$ cat src/hw/rtl/bfa_pkg.sv
// Package with the word types and constants of the binary32 adder.
package bfa_pkg;

    localparam logic [23:0] HIDDEN_BIT = 24'h800000;
    localparam logic [22:0] FRAC_MASK  = 23'h7fffff;

    typedef enum logic [1:0] {
        ST_NORMAL   = 2'd0,
        ST_OVERFLOW = 2'd1,
        ST_ZERO     = 2'd2
    } status_t;

    typedef struct packed {
        logic [31:0] operand_a;
        logic [31:0] operand_b;
    } in_word_t;

    typedef struct packed {
        logic [31:0] sum;
        logic [1:0]  status;
    } out_word_t;

endpackage

$ cat src/hw/rtl/bfa_lzc.sv
// Leading zero counter over a 25-bit significand, a four-level priority tree.
module bfa_lzc (
    input  logic [24:0] value,
    output logic [4:0]  count
);
    import bfa_pkg::*;

    logic [31:0] padded;
    logic [15:0] l1;
    logic [7:0]  l2;
    logic [3:0]  l3;
    logic [1:0]  l4;

    always_comb
    begin
        padded = {value, 7'h7f};
        count = 5'd0;
        l1 = padded[31:16];
        if (l1 == 16'h0)
        begin
            count[4] = 1'b1;
            l1 = padded[15:0];
        end
        l2 = l1[15:8];
        if (l2 == 8'h0)
        begin
            count[3] = 1'b1;
            l2 = l1[7:0];
        end
        l3 = l2[7:4];
        if (l3 == 4'h0)
        begin
            count[2] = 1'b1;
            l3 = l2[3:0];
        end
        l4 = l3[3:2];
        if (l4 == 2'h0)
        begin
            count[1] = 1'b1;
            l4 = l3[1:0];
        end
        count[0] = ~l4[1];
    end

endmodule

$ cat src/hw/rtl/binary32_float_adder.sv
// Top level of the pipelined binary32 adder with truncation.
//
// Usage: an operand word (operand_a, operand_b) enters on in_word when
// in_valid is high and in_stall is low. The sum word leaves on out_word
// when out_valid is high and out_stall is low; status tells a normal sum,
// an overflow to signed infinity, or an underflow or cancellation to zero.
// Operands are always treated as normal numbers; no special values exist.
// Stage one orders the operands by magnitude, stage two aligns and adds or
// subtracts, stage three counts leading zeros, stage four normalizes, packs
// and holds the result. Throughput is one word per cycle while the receiver
// does not stall; the stage registers set that figure.
// When the receiver stalls, a stage holding a word freezes once every stage
// below it holds a word, and in_stall rises once the pipeline is full;
// bubbles still close up under a stall, so no word is lost or repeated. Reset
// clears all valid bits, so the pipeline comes up empty; payload registers are not reset.
module binary32_float_adder (
    input  logic              clk,
    input  logic              rst_n,
    input  logic              in_valid,
    output logic              in_stall,
    input  bfa_pkg::in_word_t in_word,
    output logic              out_valid,
    input  logic              out_stall,
    output bfa_pkg::out_word_t out_word
);
    import bfa_pkg::*;

    // Stage advance: a stage loads when its downstream slot is free.
    logic v1_reg, v2_reg, v3_reg, v4_reg;
    logic en1, en2, en3, en4;

    assign en4 = ~v4_reg | ~out_stall;
    assign en3 = ~v3_reg | en4;
    assign en2 = ~v2_reg | en3;
    assign en1 = ~v1_reg | en2;
    assign in_stall = ~en1;

    // Stage 1: order by magnitude.
    logic        sa, sb;
    logic [7:0]  ea, eb;
    logic [23:0] ma, mb;
    logic        a_big;
    logic        s1_sign_next, s1_same_next;
    logic [7:0]  s1_e_next, s1_d_next;
    logic [23:0] s1_mbig_next, s1_msml_next;

    logic        s1_sign_reg, s1_same_reg;
    logic [7:0]  s1_e_reg, s1_d_reg;
    logic [23:0] s1_mbig_reg, s1_msml_reg;

    always_comb
    begin
        sa = in_word.operand_a[31];
        sb = in_word.operand_b[31];
        ea = in_word.operand_a[30:23];
        eb = in_word.operand_b[30:23];
        ma = HIDDEN_BIT | {1'b0, in_word.operand_a[22:0]};
        mb = HIDDEN_BIT | {1'b0, in_word.operand_b[22:0]};
        a_big = (ea > eb) || ((ea == eb) && (ma >= mb));
        s1_same_next = (sa == sb);
        s1_sign_next = a_big ? sa : sb;
        s1_e_next = a_big ? ea : eb;
        s1_d_next = a_big ? (ea - eb) : (eb - ea);
        s1_mbig_next = a_big ? ma : mb;
        s1_msml_next = a_big ? mb : ma;
    end

    // Stage 2: align and add or subtract.
    logic [23:0] sh;
    logic [24:0] s2_m_next;
    logic [24:0] s2_m_reg;
    logic        s2_sign_reg;
    logic [7:0]  s2_e_reg;

    always_comb
    begin
        sh = (s1_d_reg >= 8'd24) ? 24'd0 : (s1_msml_reg >> s1_d_reg[4:0]);
        if (s1_same_reg)
            s2_m_next = {1'b0, s1_mbig_reg} + {1'b0, sh};
        else
            s2_m_next = {1'b0, s1_mbig_reg} - {1'b0, sh};
    end

    // Stage 3: leading zero count.
    logic [4:0]  lz_next;
    logic [4:0]  s3_lz_reg;
    logic [24:0] s3_m_reg;
    logic        s3_sign_reg;
    logic [7:0]  s3_e_reg;

    bfa_lzc u_lzc (
        .value (s2_m_reg),
        .count (lz_next)
    );

    // Stage 4: normalize, range check, pack. lz 0 means a carry.
    logic [24:0] nm;
    logic [9:0]  ne;
    out_word_t   res_next;
    out_word_t   res_reg;

    always_comb
    begin
        nm = '0;
        ne = '0;
        res_next.sum = '0;
        res_next.status = ST_NORMAL;
        if (s3_m_reg == 25'd0)
        begin
            res_next.sum = 32'h0;
            res_next.status = ST_ZERO;
        end
        else
        begin
            if (s3_lz_reg == 5'd0)
            begin
                nm = s3_m_reg >> 1;
                ne = {2'b00, s3_e_reg} + 10'd1;
            end
            else
            begin
                nm = s3_m_reg << (s3_lz_reg - 5'd1);
                ne = {2'b00, s3_e_reg} - {5'd0, s3_lz_reg} + 10'd1;
            end
            if (!ne[9] && ne >= 10'd255)
            begin
                res_next.sum = {s3_sign_reg, 31'h7f800000};
                res_next.status = ST_OVERFLOW;
            end
            else if (ne[9] || ne == 10'd0)
            begin
                res_next.sum = {s3_sign_reg, 31'h0};
                res_next.status = ST_ZERO;
            end
            else
            begin
                res_next.sum = {s3_sign_reg, ne[7:0], nm[22:0] & FRAC_MASK};
            end
        end
    end

    always_ff @(posedge clk or negedge rst_n)
    begin
        if (!rst_n)
        begin
            v1_reg <= 1'b0;
            v2_reg <= 1'b0;
            v3_reg <= 1'b0;
            v4_reg <= 1'b0;
        end
        else
        begin
            if (en1) v1_reg <= in_valid;
            if (en2) v2_reg <= v1_reg;
            if (en3) v3_reg <= v2_reg;
            if (en4) v4_reg <= v3_reg;
        end
    end

    always_ff @(posedge clk)
    begin
        if (en1)
        begin
            s1_sign_reg <= s1_sign_next;
            s1_same_reg <= s1_same_next;
            s1_e_reg <= s1_e_next;
            s1_d_reg <= s1_d_next;
            s1_mbig_reg <= s1_mbig_next;
            s1_msml_reg <= s1_msml_next;
        end
        if (en2)
        begin
            s2_m_reg <= s2_m_next;
            s2_sign_reg <= s1_sign_reg;
            s2_e_reg <= s1_e_reg;
        end
        if (en3)
        begin
            s3_lz_reg <= lz_next;
            s3_m_reg <= s2_m_reg;
            s3_sign_reg <= s2_sign_reg;
            s3_e_reg <= s2_e_reg;
        end
        if (en4)
            res_reg <= res_next;
    end

    assign out_valid = v4_reg;
    assign out_word = res_reg;

    // A held result must not change while the receiver stalls.
    a_hold: assert property (@(posedge clk) disable iff (!rst_n)
        out_valid && out_stall |=> out_valid && $stable(out_word))
        else $error("result changed under stall");

    // Input is refused only when every stage holds a word.
    a_full: assert property (@(posedge clk) disable iff (!rst_n)
        in_stall |-> v1_reg && v2_reg && v3_reg && v4_reg)
        else $error("stall with a free stage");

    // Status zero and overflow codes match the packed sum.
    a_inf: assert property (@(posedge clk) disable iff (!rst_n)
        out_valid && out_word.status == ST_OVERFLOW |-> out_word.sum[30:0] == 31'h7f800000)
        else $error("overflow without infinity");

    a_zero: assert property (@(posedge clk) disable iff (!rst_n)
        out_valid && out_word.status == ST_ZERO |-> out_word.sum[30:0] == 31'h0)
        else $error("zero status with nonzero sum");

endmodule
$ cat config.mk
export PLATFORM = sky130hd
export DESIGN_NAME = binary32_float_adder
export DESIGN_NICKNAME = d
export VERILOG_FILES = /design/src/hw/rtl/bfa_pkg.sv /design/src/hw/rtl/bfa_lzc.sv /design/src/hw/rtl/binary32_float_adder.sv
export SDC_FILE = /design/constraint.sdc
export NUM_CORES = 1
export LEC_CHECK = 0
export BUFFER_PORTS_ARGS = -buffer_cell sky130_fd_sc_hd__buf_2
export CAP_MARGIN = 20
export CELL_PAD_IN_SITES_DETAIL_PLACEMENT = 1
export CELL_PAD_IN_SITES_GLOBAL_PLACEMENT = 1
export CORE_UTILIZATION = 48
export DETAILED_ROUTE_END_ITERATION = 16
export GPL_TIMING_DRIVEN = 1
export PLACE_DENSITY = 0.88
export SYNTH_ARGS = -nofsm -noshare
export SYNTH_HDL_FRONTEND = slang
export SYNTH_SLANG_ARGS = --single-unit
export TNS_END_PERCENT = 100
$ cat constraint.sdc
create_clock -name clk -period 7.7 [get_ports clk]
set_clock_uncertainty 0.2 [all_clocks]
set_input_delay 1.155 -clock clk [delete_from_list [all_inputs] [get_ports clk]]
set_output_delay 1.155 -clock clk [all_outputs]
set_load 0.03 [all_outputs]
### Word-level counts from Yosys, hierarchy flattened

Index checks and enable logic that the tools add are counted.

| word-level totals | value |
|---|---|
| bits in registers | 177 |
| latch bits | 0 |
| bits in writable memories | 0 |
| bits in read-only memories | 0 |
| bits of input ports | 68 |
| output and inout bits | 36 |
| word-level logic and storage cells | 81 |
| memories | 0 |

| cells by class | value |
|---|---|
| add/subtract/negate cells | 8 |
| multiply operators | 0 |
| div/mod/pow operators | 0 |
| $lt $le $gt $ge | 4 |
| eq/ne operators | 2 |
| shift operators | 2 |
| muxes and demuxes | 21 |
| bitwise operators | 11 |
| reductions and logical operators | 13 |

Operator list:

| cell | count |
|---|---|
| $mux W23 | 3 |
| $mux W33 | 1 |
| $mux W31 | 1 |
| $add A24 B24 Y25 | 1 |
| $logic_not A25 Y1 | 1 |
| $mux W25 | 1 |
| $shl A25 B5 Y23 | 1 |
| $sub A24 B24 Y25 | 1 |
| $ge A24 B24 Y1 | 1 |
| $mux W24 | 1 |
| $mux W8 | 3 |
| $shr A24 B5 Y24 | 1 |
| $mux W10 | 2 |
| $logic_not A16 Y1 | 1 |
| $mux W16 | 1 |
| $sub A8 B8 Y8 | 2 |
| $add A9 B2 Y10 const B | 1 |
| $ge A10 B8 Y1 const B | 1 |
| $logic_not A10 Y1 | 1 |
| $add A8 B1 Y9 const B | 1 |
| $sub A8 B5 Y9 | 1 |
| $eq A8 B8 Y1 | 1 |
| $ge A8 B5 Y1 const B | 1 |
| $gt A8 B8 Y1 | 1 |
| other kinds (15) | 31 |

### Logic depth before layout (Yosys ltp)

Gate-level depths: netlist of the first run.

| logic depth | value |
|---|---|
| depth in word-level cells | 9 |
| depth in mapped cells | 30 |
| gate-level depth less buffers | 25 |

### Modules after synthesis

Synthesis of the first run repeated with hierarchy kept, for this count alone.

| second synthesis, totals | value |
|---|---|
| cell total of the unflattened synthesis | 1233 |
| area total of the unflattened synthesis | 12702.2 sq um |

Modules (own cells, without submodules):

| module | times used | cells an instance | area each (sq um) | sequential area each (sq um) |
|---|---|---|---|---|
| binary32_float_adder | 1 | 1185 | 12374.4 | 5235.0 |
| bfa_lzc | 1 | 48 | 327.8 | 0.0 |

### Worst setup path after synthesis of the first run

Ideal clock, no wire load.

| timing path | value |
|---|---|
| path kind | reg2reg |
| start point | register s1_d_reg[0] |
| end point | register s2_m_reg[24], data pin |
| setup time | 259 ps |
| arrival | 5120 ps |
| path slack | 2121 ps |
| stages on the path, launching flop included | 30 |
| path through | edfxtp_1 -> buf_6 -> buf_12 -> buf_12 -> nor3_2 -> a21oi_2 -> mux4_2 -> o21ai_1 -> o311ai_2 -> nor3_4 -> nand2_1 -> nand2_1 -> ha_1 -> nor3b_1 -> nand2_1 -> nor2_2 -> and2_1 -> nor2_1 -> xor2_1 -> ha_1 -> clkbuf_1 -> nand4_1 -> nor2_1 -> o21ai_0 -> nand2b_1 -> nor3_1 -> a21o_1 -> nor3b_1 -> a311oi_2 -> o31a_1 |

| on the way | value |
|---|---|
| longest elaborated chain between the ends | 4 |
| elaborated cells between the ends (all ways) | 6 |
| classes of those cells | 2 x add/sub; 1 x order compare; 1 x shift; 2 x mux |

Ends and longest elaborated chain:

| what | line | source |
|---|---|---|
| start: declaration | binary32_float_adder.sv:48 | `logic [7:0] s1_e_reg, s1_d_reg;` |
| start signal: assignment | binary32_float_adder.sv:167 | `s1_d_reg <= s1_d_next;` |
| $ge A8 B5 Y1 or $shr A24 B5 Y24 (tied branches) | binary32_float_adder.sv:77 | `sh = (s1_d_reg >= 8'd24) ? 24'd0 : (s1_msml_reg >> s1_d_reg[4:0]);` |
| $mux W24 * | binary32_float_adder.sv:77 |  |
| $sub A24 B24 Y25 or $add A24 B24 Y25 (tied branches) | binary32_float_adder.sv:81, binary32_float_adder.sv:79 |  |
| $mux W25 * | binary32_float_adder.sv:78 | `if (s1_same_reg)` |
| net s2_m_next[24] | binary32_float_adder.sv:70 | `logic [24:0] s2_m_next;` |
| end signal: assignment | binary32_float_adder.sv:173 | `s2_m_reg <= s2_m_next;` |
| end: declaration | binary32_float_adder.sv:71 | `logic [24:0] s2_m_reg;` |

Mark *: on every way through the listed nets, which the timed path passes. The rest lies on a longest branch.
A chain may end at the register's enable or synchronous reset.

### Final worst setup path of the first run

| timing path | value |
|---|---|
| start point | register s1_d_reg[1] |
| end point | register s2_m_reg[24], data pin |

Same word-level chain as after synthesis.

==> results of run 1 <==
==> power by group <==
| part | switching, mW | internal [mW] | leakage (nW) |
|---|---|---|---|
| clock | 0.426 | 0.432 | 0.283 |
| combinational | 1.96 | 1.24 | 3.69 |
| sequential | 0.299 | 1.51 | 1.81 |
| total | 2.69 | 3.19 | 5.78 |
==> stage by stage <==
| stage | hold WS [ns] | util (%) |
|---|---|---|
| after floorplan | 0.200 | - |
| after global placement | 0.208 | 52.0 |
| after detailed placement | 0.206 | 52.0 |
| after CTS | 0.225 | 54.2 |
| after global routing | 0.230 | 54.3 |
| final | 0.223 | 54.3 |
==> metal layers <==
layer  share of wire [%]  vias up  GRT usage (%)
li1                    -     4879              -
met1                  40     5169           31.8
met2                  52      347           50.0
met3                 4.3       84           3.84
met4                 3.6        0           11.4
met5                   0        -              0
==> worst register-to-register path, stage by stage, from the launching register on <==
cell and delay (ns):
edfxtp_1 0.61, buf_4 0.29, nor2_1 0.26, mux2i_1 0.25
mux4_2 0.54, o21ai_1 0.20, o311ai_2 0.21, nor3_4 0.34
nand2_1 0.19, nand2_1 0.15, ha_1 0.18, nor3b_1 0.41
nand2_1 0.12, nor2_2 0.34, and2_1 0.24, nor2_1 0.07
xor2_1 0.20, ha_1 0.25, a21oi_1 0.26, o21ai_0 0.15
o21ai_0 0.27, nand2b_1 0.14, nor3_1 0.23, a21o_1 0.23
nor3b_1 0.25, a311oi_2 0.08, o31a_1 0.12
==> worst max-delay path by stage <==
| stage | end | slack [ns] | cells after the start |
|---|---|---|---|
| after global routing | s2_m_reg[20] | 0.11 | 26 |
| after CTS | s2_m_reg[24] | 0.44 | 26 |
| final | s2_m_reg[24] | 0.64 | 26 |
| after detailed placement | s2_m_reg[20] | 0.58 | 26 |
| after global placement | s2_m_reg[20] | 1.03 | 26 |
| after floorplan | s2_m_reg[24] | 2.12 | 29 |
==> logic make-up after synthesis <==
family / count (synthesis) / share of synthesized area [%]
compound gates: 312 / 15.4
simple gates: 391 / 14.7
buf+inv: 125 / 4.26
fa+ha+maj: 74 / 7.50
flops: 175 / 41.1
mux: 123 / 13.0
xor+xnor: 57 / 4.03
==> layout by cell type (no fill, tap or decap), types with 6 or more instances in the layout <==
| cell | netlist | final |
|---|---|---|
| nand2b_1 | 13 | 13 |
| buf_2 | 6 | 103 |
| o21ai_0 | 89 | 89 |
| nor4_1 | 14 | 13 |
| nor2_1 | 92 | 92 |
| a21oi_1 | 92 | 92 |
| edfxtp_1 | 171 | 171 |
| inv_1 | 67 | 67 |
| or2_2 | 7 | 7 |
| inv_8 | 0 | 6 |
| and3_1 | 12 | 12 |
| xor2_1 | 19 | 19 |
| and2_1 | 9 | 9 |
| or3_1 | 6 | 6 |
| mux2i_1 | 55 | 55 |
| a21o_1 | 17 | 17 |
| nor2b_1 | 16 | 16 |
| buf_4 | 1 | 21 |
| a211oi_1 | 8 | 8 |
| clkbuf_16 | 0 | 17 |
| o21bai_1 | 9 | 9 |
| a31oi_1 | 15 | 15 |
| nand3_1 | 24 | 23 |
| nor3_1 | 45 | 45 |
| o211ai_1 | 9 | 9 |
| ha_1 | 70 | 70 |
| nand2_1 | 127 | 127 |
| mux2_2 | 35 | 35 |
| xnor2_1 | 37 | 36 |
| nand4_1 | 10 | 10 |
| mux4_2 | 30 | 30 |
==> final cells by class <==
| type | count | area (sq um) | area share, % |
|---|---|---|---|
| inverters | 68 | 255 | 1.80 |
| repair buffers | 124 | 673 | 4.75 |
| clock inverters | 14 | 141 | 0.999 |
| multi-input cells | 957 | 7000 | 49.5 |
| well taps | 335 | 419 | 2.96 |
| clock buffers | 18 | 429 | 3.03 |
| flip-flops and latches | 175 | 5240 | 37.0 |
==> what timing repair did <==
action	in CTS	in global routing
endpoints found under the setup margin	0	4
hold endpoints to repair	0	0
setup buffers	0	2
hold buffers	0	0
==> results.md, run 1 <==
- H-tree levels: 4
- Largest register FFs: 34
- Min-delay worst type: reg2reg
- IO Pins: approximately 100
- Fillers: 2,942
- Top cells by area, synth: edfxtp_1, ha_1, mux4_2
- FF-to-FF End: s2_m_reg[24]
- Yosys warns: 0
- Post-layout total power: 5.87 mW
- Synth Flop Type: edfxtp_1
- # DRC: 0
- Required @ worst endpoint: slightly below 8 ns
- CP endpoint kind: flip-flop
- Cells on worst reg2reg path: 26
- Worst-margin pin slew: 1.08 ns
- Post-cts resize count: 0
- GRT overflow: 0
- Initial Util: 48.9%
- Vias in the first global route: ~11k
- Die height: 165 microns
- Top delay family on crit path: simple AND/OR/NAND/NOR gates
- Final WL: 36,000 microns
- Ant diodes: 0
- Final cell count without fillers: 1,691
- Net count after synthesis: approximately 1.4k
- Die area: 27,200 sq um
- Post-Place Cells: around 1.7k
- Max Slew Vio Count: 0
- Minimum clock period: 7.06 ns
- Root buffer cell: clkbuf_16
- Worst Path Buf+Inv: 1
- Register area share after synthesis: between 40 and 50%
- RR Startpoint: s1_d_reg[1]
- Drt via density: 6.20
- Final Setup Violations: 0
- Largest net degree at the start of global routing: 94
- Unrepaired setup endpoints after global routing: false
- Post-DP HPWL: ~27,000 microns
- Syn Area/Cell: between 10 and 15 sq um
- Sink Count: ~180
- Cts bufs inserted: 17
- Crit-path most repeated cell: nand2_1
- Kind of critical path: reg2reg
- CP Launch Point: s1_d_reg[1]
- Pre-Repair DR Iteration Count: 5
- CTS tree: yes
- Max_slew headroom: between 20 and 30%
- Yosys top cell area share: 40.3%
- Total negative setup slack: 0 ns
- Yosys reg bits: 175
- Final #Nets: roughly 1.5k
- LEAKAGE: 5.78 nW
- Initial antenna violation count: 0
- Final instance area: 14,200 sq um
- Post-route ant nets: 0
- Yosys top cell by area: edfxtp_1
- Layout area overhead: 11.1%
- Post-Place Cell Area: 13,600 sq um
- Place WS: 0.578 ns
- CP Max Fanout: 12
- Status: finished, final reports clean
- Core box area: about 26,000 sq um
- I/O Buffers: 103
- Maximum vdd drop: 0.262 mV
- Worst Hold End: s2_e_reg[2]
- Die W: between 150 and 200 microns
- Latest clock arrival within the worst-skew pair: 0.45 ns
- Ratio of cells with drive above 1 in the final layout: 18.8%
- Rows: approximately 60
- Post-synth EDFFs: 171
- Drt initial violations: 732
- Tcrit/Tclk final: 91.6%
- Max Cap Violations: 0
- Syn Inst Count: 1,257
- Post-Syn Area: 12,700 sq um
- CP arrival: roughly 7.1 ns
- Pwr/cell area: ~410 nW/um^2
- Clk slew on worst S/H paths: approximately 0.070 ns
- Vias after detailed routing: 10.5k
- Crit path launch type: flip-flop
- Endpoints failing hold: 0
- CTS Buffer Depth: 2
- Gr usage total: 27.3%
- Most instantiated library cell after synthesis: edfxtp_1
- Max stage delay on crit path: around 0.6 ns
- First-pass GRT wire length: 57,200 microns
- Commonest cells in the netlist: edfxtp_1, nand2_1, a21oi_1, nor2_1, o21ai_0
- Slowest CP cell: edfxtp_1
- Final GP Congestion: a little under 1
- WL/cell: 21.3 microns
- Internal reg-to-reg setup slack: approximately 0.64 ns
- Setup WS post-layout: 0.645 ns
- Post-synth cell types: 88
- Worst Hold Depth: 0
- Post-synth ARST share: under 10%
- Fmax: 142 MHz
- Min-delay src: s1_e_reg[2]
No activity file was read; power rests on OpenSTA's default activity.
==> run 2: changes to the inputs <==
CTS_BUF_LIST = sky130_fd_sc_hd__clkbuf_8 sky130_fd_sc_hd__clkbuf_16   (was default)
==> run 2 against run 1 <==
  * Maximum frequency hardly changed
  * Worst setup slack worse by 0.0066 ns
  * Sequential share of layout area stayed put
  * Flip-flop and latch count stayed put
  * Global-route usage stayed put
  * Final area stayed put
  * First-iteration DRC count is 0.14% higher
  * Count of clock-buffer cells in the layout is 1 lower
  * Clock power hardly changed
  * Die area stayed put
  * Critical path depth stayed put
  * Cell count stayed put
  * Critical path type unchanged
  * Highest routed layer unchanged
==> results.md, run 2 (synthesis gave the netlist of run 1 again) <==
- Met2 routed WL: 18,700 microns
- Drt via density: 6.21
- Status: finished, final reports clean
- Crit path launch type: flip-flop
- Internal reg-to-reg setup slack: 0.64 ns
- CP endpoint kind: flip-flop
- Final Setup Violations: 0
- Vias in the first global route: around 11k
- Pwr/cell area: just over 400 nW/um^2
- First-pass GRT wire length: between 50,000 and 60,000 microns
- Largest register FFs: 34
- Initial Util: 48.9%
- Cts bufs inserted: 17
- # DRC: 0
- Min-delay src: s1_e_reg[2]
- Ant diodes: 0
- LEAKAGE: 5.79 nW
- Ratio of cells with drive above 1 in the final layout: a little under a fifth
- Min-delay worst type: reg2reg
- Crit-path most repeated cell: nand2_1
- CP Launch Point: s1_d_reg[1]
- GRT overflow: 0
- Unrepaired setup endpoints after global routing: false
- Layout area overhead: 11.1%
- Endpoints failing hold: 0
- Top delay family on crit path: simple AND/OR/NAND/NOR gates
- Routed length on met3: around 1500 microns
- Most common cell after layout, fill and taps aside: edfxtp_1
- IO Pins: 104
- CTS Buffer Depth: 2
- FF-to-FF End: s2_m_reg[24]
- H-tree levels: 4
- Pre-Repair DR Iteration Count: 5
- CP arrival: 7.06 ns
- Final GP Congestion: 0.979
- Maximum vdd drop: 0.262 mV
- Post-DP HPWL: 27,100 microns
- Die height: roughly 160 microns
- Max Slew Vio Count: 0
- Met1 WL: 14,400 microns
- # hold bufs at CTS: 0
- Cells on worst reg2reg path: 26
- Required @ worst endpoint: 7.70 ns
- Worst-margin pin slew: 1.08 ns
- Core box area: 26,100 sq um
- Gr usage total: about 27%
- Kind of critical path: reg2reg
- Sink Count: between 150 and 200
- Fillers: 2,942
- Levels on crit path: 26
- Max stage delay on crit path: approximately 0.6 ns
- Most frequent cells in the layout: edfxtp_1, nand2_1, buf_2, nor2_1, a21oi_1
- Worst Setup EP: s2_m_reg[24]
- Drt initial violations: roughly 730
- Post-route ant nets: 0
- Die area: ~27,000 sq um
- Largest net degree at the start of global routing: 94
- Fmax: 142 MHz
- Slowest CP cell: edfxtp_1
- Final instance area: approximately 14,000 sq um
- Max_slew headroom: about 28%
- I/O Buffers: 103
- Die W: approximately 160 microns
- Post-layout total power: 5.87 mW
- Rows: 59
- Minimum clock period: between 7 and 8 ns
- Initial antenna violation count: 0
- Root buffer cell: clkbuf_16
- Top Layer Used: met4
- CP Max Fanout: 12
- Vias after detailed routing: 10.5k
- CTS tree: yes
- Max Cap Violations: 0
- Tcrit/Tclk final: 91.7%
- Final WL: 36,000 microns
- Final #Nets: 1,485
- Latest clock arrival within the worst-skew pair: around 0.45 ns
- Clk slew on worst S/H paths: 0.07 ns
- RR Startpoint: s1_d_reg[1]
- Post-Place Cell Area: approximately 14,000 sq um
- WL/cell: about 21 microns
- Worst Path Buf+Inv: 1
- Total negative setup slack: 0 ns
-- run 2: cell count changes in the layout (fill, tap and decap cells not counted) --
cell,before,now
clkbuf_1,1,0
inv_1,67,68
-- run 2: worst reg2reg max path: cells and delay by family (launching register included) --
family                   cells  cell delay [ns]
multiplexers                 2             0.79
XOR/XNOR                     1             0.21
AND/OR/NAND/NOR             12             2.74
adder cells (fa/ha/maj)      2             0.44
buffers and inverters        1             0.29
flip-flops                   1             0.61
AO/OA/AOI/OAI                8             1.52
-- run 2: per-stage QoR --
stage / setup WS (ns) / hold WS [ns] / util, % / cells
2_1_floorplan: 2.12 / 0.200 / - / 1257
3_3_place_gp: 1.03 / 0.208 / 52.0 / 1655
3_5_place_dp: 0.578 / 0.206 / 52.0 / 1655
4_1_cts: 0.444 / 0.225 / 54.2 / 1687
5_1_grt: 0.112 / 0.230 / 54.3 / 1691
6_report: 0.638 / 0.223 / 54.3 / 1691
-- run 2: cell type report --
cell class              count  area, sq um  share of cell area [%]
clock buffers              17          425                    3.00
clock inverters            15          145                    1.03
inverters                  68          255                    1.80
multi-input cells         957         7000                    49.5
flip-flops and latches    175         5240                    37.0
well taps                 335          419                    2.96
repair buffers            124          673                    4.75
-- run 2: per-layer routing --
metal  up-vias  global-route usage, %
li1       4880                      -
met1      5181                   31.8
met2       346                   50.0
met3        88                   3.84
met4         0                   11.4
met5         -                      0
-- run 2: worst min-delay path by stage --
stage          cells past startpoint          end
3_3_place_gp                       0  s2_e_reg[1]
5_1_grt                            0  s3_e_reg[7]
2_1_floorplan                      0  s2_e_reg[0]
4_1_cts                            0  s2_e_reg[2]
3_5_place_dp                       0  s2_e_reg[3]
6_report                           0  s2_e_reg[2]
-- run 2: power by group --
group          internal, mW  leakage [nW]  total, mW  switching (mW)
sequential             1.51          1.81       1.81           0.299
combinational          1.24          3.69       3.21            1.96
clock                 0.431         0.287      0.856           0.426
-- run 2: timing repair --
item                                   CTS  global route
endpoints found under the hold margin    0             0
resized for setup                        0             0
buffers inserted                         0             2
setup endpoints to repair                0             4
==> run 3: changes to the inputs <==
PLACE_DENSITY = 0.79   (was 0.88)
==> run 3 against run 2 <==
  * Global-route usage decreased by 0.33 points
  * Combinational power about the same
  * Final area up 0.28%
  * Sequential share of layout area is 0.10 points lower
  * Total power grew 0.89%
  * Cell count decreased by 0.12%
  * Flip-flop and latch count unchanged
  * Critical path depth up 1
  * Via count down 2.0%
  * Hold slack worse by 0.013 ns
  * Worst setup slack got worse by 0.088 ns
  * Maximum frequency shrank 1.2%
  * Largest power group unchanged
  * Largest cell class unchanged
==> results.md, run 3 (synthesis gave the netlist of run 1 again) <==
- Logic pwr share: a little over half
- Final #Nets: 1,483
- Largest register FFs: 34
- RR Startpoint: s1_d_reg[1]
- CP endpoint kind: flip-flop
- Layout area overhead: 11.4%
- Worst Path Buf+Inv: 2
- Min-delay src: s2_sign_reg
- WL/cell: 21.0 microns
- Setup WS post-layout: 0.550 ns
- Post-cts resize count: 0
- Final Setup Violations: 0
- Psw: 2.62 mW
- Register area: between 5000 and 6000 sq um
- Initial antenna violation count: 0
- Min-delay worst type: reg2reg
- Status: finished, final reports clean
- Drt initial violations: 687
- FF-to-FF End: s2_m_reg[24]
- Clk slew on worst S/H paths: 0.08 ns
- Worst Hold End: s3_sign_reg
- Max Cap Violations: 0
- LEAKAGE: 5.80 nW
- Rows: 59
- Max stage delay on crit path: 0.63 ns
- # hold bufs at CTS: 0
- Multi-input gate area: 7000 sq um
- Kind of critical path: reg2reg
- IO Pins: 104
- Initial Util: 48.9%
- Cts bufs inserted: 17
- Cells on worst reg2reg path: 27
- Most frequent cells in the layout: edfxtp_1, nand2_1, buf_2, nor2_1, a21oi_1
- CP Max Fanout: 24
- Pint: 3.31 mW
- Sequential cell fraction of total power: between 30% and 40%
- First-pass GRT wire length: 56,500 microns
- Tcrit/Tclk final: 92.9%
- Final GP Congestion: 0.954
- Global Route met2 Usage: 49.3%
- Top Usage Layer GRT: met2
- Pwr/cell area: 417 nW/um^2
- Place WS: roughly 0.7 ns
- Minimum clock period: 7.15 ns
- Die area: 27,200 sq um
- Routing usage on met1: between 30% and 40%
- CP arrival: 7.14 ns
- GRT overflow: 0
- Drt via density: 6.09
- Total negative setup slack: 0 ns
- Unrepaired setup endpoints after global routing: false
- Top delay family on crit path: simple AND/OR/NAND/NOR gates
- Crit-path most repeated cell: nand2_1
- H-tree levels: 4
- Met3 GRT Util: 3.49%
- I/O Buffers: 103
- Max Slew Vio Count: 0
- Die W: approximately 160 microns
- Vias in the first global route: between 10k and 15k
- Post-route ant nets: 0
- Vias after detailed routing: 10.3k
- Worst-margin pin slew: roughly 1 ns
- Root buffer cell: clkbuf_16
- Final WL: between 30,000 and 40,000 microns
- Pre-Repair DR Iteration Count: 5
- Clock power share: about 16%
- Slowest CP cell: a221oi_1
- Required @ worst endpoint: 7.69 ns
- Core box area: 26,100 sq um
- Largest net degree at the start of global routing: 94
- Setup bufs post-CTS: 0
- Hold slack: about 0.21 ns
- Die height: ~160 microns
- Gr usage total: 27.0%
- Internal reg-to-reg setup slack: 0.55 ns
- Endpoints failing hold: 0
- Fmax: roughly 140 MHz
- Switching share of total power: between 40% and 50%
- Crit path launch type: flip-flop
- Util after Layout: 54.5%
- Ant diodes: 0
- Most common cell after layout, fill and taps aside: edfxtp_1
- Maximum vdd drop: 0.240 mV
- CTS tree: yes
- Post-DP HPWL: 27,000 microns
- Worst Hold Depth: 0
- Latest clock arrival within the worst-skew pair: 0.44 ns
- Fillers: 2,897
- Max_slew headroom: between 30% and 40%
- # DRC: 0
- Ratio of cells with drive above 1 in the final layout: 18.5%
- Sink Count: 175
- CTS Buffer Depth: 2
run 3: layout make-up:
type                       instances  area share, %
inverter                          68           1.80
timing repair buffer             122           4.64
clock buffer                      18           3.09
multi-input combinational        957           49.3
clock inverter                    14           1.37
tap                              335           2.95
sequential                       175           36.9
run 3: stage by stage:
stage	power, mW	cell area, sq um	std cells
floorplan	4.07	12700	1257
global placement	4.82	13600	1657
detailed placement	4.94	13600	1657
CTS	5.91	14200	1689
global route	6.31	14200	1689
finish	5.93	14200	1689
run 3: worst max path at each step:
stage,cells past startpoint,startpoint,endpoint,slack [ns]
2_1_floorplan,29,s1_d_reg[0],s2_m_reg[24],2.12
3_3_place_gp,27,s1_d_reg[1],s2_m_reg[24],1.08
3_5_place_dp,27,s1_d_reg[1],s2_m_reg[24],0.72
4_1_cts,27,s1_d_reg[1],s2_m_reg[24],0.62
5_1_grt,27,s1_d_reg[1],s2_m_reg[24],0.02
6_report,27,s1_d_reg[1],s2_m_reg[24],0.55
run 3: layer usage:
| layer | vias to the layer above | wire, microns | share of wire [%] |
|---|---|---|---|
| li1 | 4869 | - | - |
| met2 | 305 | 18400 | 52 |
| met1 | 5040 | 14700 | 41 |
| met4 | 0 | 925 | 2.6 |
| met5 | - | 0 | 0 |
| met3 | 67 | 1380 | 3.9 |
run 3: power by group through the flow:
stage          logic [mW]  registers, mW  clock network (mW)
2_1_floorplan        2.22           1.85                   0
3_3_place_gp         3.02           1.80                   0
3_5_place_dp         3.13           1.81                   0
4_1_cts              3.16           1.79               0.955
5_1_grt              3.49           1.83               0.987
6_report             3.18           1.80               0.946
